## src/rtl/sobhf_pkg.sv

```systemverilog
// Shared types and constants for the horizontal Sobel edge filter.
// No dependencies.
package sobhf_pkg;

	localparam int DEF_MAX_WIDTH = 2048;

	localparam int FW_W   = 12;
	localparam int FH_W   = 16;
	localparam int CFG_W  = 16;
	localparam int COMP_W = 8;
	localparam int SUM_W  = 10;
	localparam int ROW_W  = 16;
	localparam int COL_W  = 11;
	localparam int GRAD_W = 13;

	localparam logic [FW_W-1:0] FRAME_WIDTH_RST  = FW_W'(640);
	localparam logic [FH_W-1:0] FRAME_HEIGHT_RST = FH_W'(480);
	localparam int MIN_DIM = 3;

	// window columns kept in the cell chain (middle column and left column)
	localparam int NUM_CELLS = 2;

	typedef enum logic {
		REG_FRAME_WIDTH  = 1'b0,
		REG_FRAME_HEIGHT = 1'b1
	} cfg_idx_t;

	typedef logic [SUM_W-1:0] sum_t;

	typedef struct packed {
		sum_t top;
		sum_t mid;
		sum_t bot;
	} win_col_t;

endpackage

```

## src/rtl/sobhf_cell.sv

```systemverilog
// One window cell: holds a column of three pixel sums, passes it on when shifted.
// Depends on sobhf_pkg.
module sobhf_cell (
	input  logic               clk,
	input  logic               arst_n,
	input  logic               shift,
	input  sobhf_pkg::win_col_t col_in,
	output sobhf_pkg::win_col_t col_out
);
	import sobhf_pkg::*;

	win_col_t col_q;

	always_ff @(posedge clk or negedge arst_n) begin
		if (!arst_n) begin
			col_q <= '0;
		end else if (shift) begin
			col_q <= col_in;
		end
	end

	assign col_out = col_q;

endmodule

```

## config.mk

```make
export PLATFORM = sky130hd
export DESIGN_NAME = sobhf_cell
export DESIGN_NICKNAME = d
export VERILOG_FILES = /design/src/rtl/sobhf_pkg.sv /design/src/rtl/sobhf_cell.sv
export SDC_FILE = /design/constraint.sdc
export NUM_CORES = 1
export LEC_CHECK = 0
export BUFFER_PORTS_ARGS = -buffer_cell sky130_fd_sc_hd__buf_2
export CORE_UTILIZATION = 32
export CTS_BUF_LIST = sky130_fd_sc_hd__clkbuf_16
export CTS_CLUSTER_DIAMETER = 50
export DETAILED_ROUTE_END_ITERATION = 16
export PLACE_DENSITY_LB_ADDON = 0.2
export SLEW_MARGIN = 10
export SYNTH_ARGS = -nofsm -noshare
export SYNTH_HDL_FRONTEND = slang
export SYNTH_SLANG_ARGS = --single-unit
export TNS_END_PERCENT = 30
```

## constraint.sdc

```tcl
create_clock -name clk -period 1 [get_ports clk]
set_clock_uncertainty 0.05 [all_clocks]
set_input_delay 0.1 -clock clk [delete_from_list [all_inputs] [get_ports clk]]
set_output_delay 0.1 -clock clk [all_outputs]
set_load 0.01 [all_outputs]
```

# After elaboration in Yosys (flattened, before gate mapping)
# Cells that the tools add are included.
[totals]
output_inout_bits = 30
input_bits = 33
ff_bits = 30

# Logic depth before layout (Yosys ltp)
[depth]
depth_word = 0
ltp_mapped = 2

# Least setup slack after synthesis
# OpenSTA, ideal clock, no wires.
[synth_timing]
kind = "reg-to-reg"
startpoint = "reg, netlist name col_out[0]"
endpoint = "reg col_q, in the netlist col_out[0]"
slack_ns = 0.171
path_stages_with_launch = 2
arrival_time_ns = 0.654
required_ns = 0.825
cell_sequence = "dfrtp_1 mux2_4"
[synth_lines]
columns = ["item", "line_no", "source"]
rows = [
  ["end signal: assignment", "sobhf_cell.sv:18", "col_q <= col_in;"],
  ["end: declaration", "sobhf_cell.sv:12", "win_col_t col_q;"],
]

# Final worst setup path
[layout_timing]
startpoint = "reg col_q, in the netlist col_out[17]"
endpoint = "out col_out[17] (netlist name)"
[layout_lines]
columns = ["item", "line_no", "source"]
rows = [
  ["end: declaration", "sobhf_cell.sv:8", "output sobhf_pkg::win_col_t col_out"],
]
# No word-level cell between the ends.

==> impl_summary.txt <==
----------------------------------------------------
[Outcome]
  Outcome ... finished clean

[Layout]
  Number of flip-flops under the largest register name ... 30
  Count of antenna diodes in the layout ... 0
  Number of filler instances in the final layout ... 345
  Most frequent cells in the layout ... 62 x sky130_fd_sc_hd__buf_2, 30 x sky130_fd_sc_hd__mux2_4, 30 x sky130_fd_sc_hd__dfrtp_1
  Ratio of cells with drive above 1 in the final layout ... 75.37%
  Count of nets after finishing ... 166
  Final standard cell area without fillers ... 0.001779 mm²
  Most common cell after layout, fill and taps aside ... sky130_fd_sc_hd__buf_2
  Synth-to-layout area growth ... 44.07%

[Detailed routing]
  Number of vias per cell ... 4.247
  Average wire per cell in the routed design ... 12.48 µm
  Number of nets still failing antenna checks after routing ... 0
  Total number of vias ... 773
  Final Routed Wirelength ... 2.271 mm
  Initial drt markers ... 22
  DRC violations left ... 0
  Router iterations before antenna repair ... 2

[Clock tree]
  Count of instances resized after the clock tree is built ... 0
  Cell at the root of the clock tree ... sky130_fd_sc_hd__clkbuf_16
  CTS tree ... built
  Maximum level of the CTS H-tree ... 2
  Clock edge transition at the registers on the reported setup and hold paths ... 50 ps
  Total clock buffers created by CTS ... 5
  Post-CTS setup buffer count ... 0
  Worst skew pair latency ... 270 ps
  Hold_buf cts ... 1
  Clk sinks ... 30
  Deepest clock path buffer count ... 2

[STA]
  Setup violation total in the final timing report ... 0
  Portion of the clock cycle consumed by the worst path in the final layout ... 94.40%
  Worst-case headroom to the max-slew limit ... 75.28%
  Endpoints failing hold ... 0
  Setup_tns ... 0 ps
  Clock period minus worst slack ... 944.0 ps
  Setup repair after global routing missed its margin ... false
  Final Max Tran Viols ... 0
  Transition time at the pin with the least slew margin ... 370.9 ps
  Upper clock frequency limit ... 1059 MHz

[Power and ir drop]
  Portion of total power attributed to combinational logic ... 16.3%
  Maximum vdd drop ... 0.9894 mV
  Share of total power in sequential cells ... 42.5%
  Net Switching ... 742.3 µW
  Leakage power figure ... 0.9466 nW
  Internal power ... 2.562 mW
  PwrDens ... 1857 mW/mm²
  Relative contribution of the clock network to total power ... 41.2%
  Proportion of total power due to net switching ... 22.47%
  Overall power after layout ... 3.304 mW

[Setup path]
  Worst Setup End Kind ... primary output
  Worst-case reg-to-reg path depth ... 1
  Startpoint Class ... register
  Number of buffers and inverters on the critical path ... 1
  Critical path's slowest cell ... sky130_fd_sc_hd__dfrtp_1
  End of the worst register-to-register path ... col_out[1]
  Source of the worst register-to-register timing path ... col_out[1]
  Critical path cell sequence ... buf_2
  Max stage delay on crit path ... 380 ps
  Kind of cell with the highest combined delay on the critical path ... flip-flops
  Reg2reg setup slack ... 180 ps
  Worst path arrival time ... 790 ps
  Class of the most critical setup path ... register to primary output
  Critical path fanouts, max ... 2
  Critical Path RT ... 850 ps

[Global routing]
  Via count of the first global-routing pass ... 807
  Largest net degree at the start of global routing ... 18
  Global-route wire length before repair ... 3.781 mm
  Initial antenna violation count ... 0
  GRT Residual Overflow ... 0
  GRT Overall Usage ... 12.87%

[Placement]
  Final HPWL from detailed placement ... 1.636 mm
  IO Port Bufs ... 62
  Placed inst area ... 0.001632 mm²
  Final estimated routing congestion in global placement ... 0.6449

[Synth]
  Sequential fraction of the synthesis area ... 60.79%
  Nets in the synthesized netlist ... 96
  Gate Count Post-Synth ... 63
  Average cell area after synthesis ... 19.60 µm²
  Synthesized area ... 0.001235 mm²
  Synth Warn # ... 0
  Register bit count reported by yosys ... 30
  Unique masters post-synth ... 3

[Floorplanning]
  Die outline height ... 64.12 µm
  Core Footprint ... 0.003689 mm²
  Initial Util ... 33.48%
  Total I/O pin count ... 63
  Die area ... 0.004111 mm²
  Die width ... 64.12 µm
  Num rows ... 22

[Worst hold path]
  Worst hold-check path type ... primary input to register
  Min-Delay Endpoint ... col_out[0]
  Startpoint of the tightest hold check path ... col_in[0]
  Cell count of the worst hold path ... 2

[Flow run]
  Number of max-cap violations ... 0

----------------------------------------------------
-- per-layer routing --
metal	up-vias	wire length [µm]	track usage, %
met5	-	0	0
met4	0	27	5.833
met3	4	171	6.071
met2	35	1062	19.28
met1	377	1010	15.66
li1	357	-	-
-- power groups by stage --
stage          Sequential (mW)  Combinational [mW]  Clock [mW]
2_1_floorplan             1.48               0.236           0
3_3_place_gp              1.42               0.536           0
3_5_place_dp              1.42               0.546           0
4_1_cts                   1.41               0.550        1.40
5_1_grt                   1.42               0.583        1.48
6_report                  1.40               0.540        1.36
-- cell type report --
type                    count  area (µm²)  area share [%]
flip-flops and latches     30       750.7           42.19
clock inverters             3       12.51          0.7032
clock buffers               5       125.1           7.032
repair buffers             66       380.4           21.38
well taps                  48       60.06           3.376
multi-input cells          30       450.4           25.32
-- per-stage QoR --
step | setup slack [ps] | hold WS (ps) | instances | utilization [%]
finish | 55.96 | 7.006 | 182 | 48.24
detailed placement | 81.62 | -14.27 | 173 | 44.23
CTS | 43.73 | 0.4321 | 182 | 48.24
floorplan | 170.7 | -245.6 | 63 | -
global placement | 94.43 | -20.30 | 173 | 44.23
global route | 20.91 | 4.360 | 182 | 48.24
-- kinds of logic after synthesis --
| logic type | share of synthesized area (%) |
|---|---|
| buffers and inverters | 2.735 |
| DFF | 60.79 |
| muxes | 36.47 |
-- synthesized netlist by cell type (all sizes together) --
cell | count | area share, %
dfrtp | 30 | 61
mux2 | 30 | 36
buf | 3 | 2.7
-- worst max-delay path by stage --
stage	from	to	slack, ps	depth (start not counted)
after global routing	col_out[22]	col_out[22]	20	1
after floorplan	col_out[0]	col_out[0]	170	1
after detailed placement	shift	col_out[9]	80	3
after global placement	shift	col_out[28]	90	3
final	col_out[17]	col_out[17]	60	1
after CTS	col_out[1]	col_out[1]	40	1
Power figures use the tool's default switching activity.
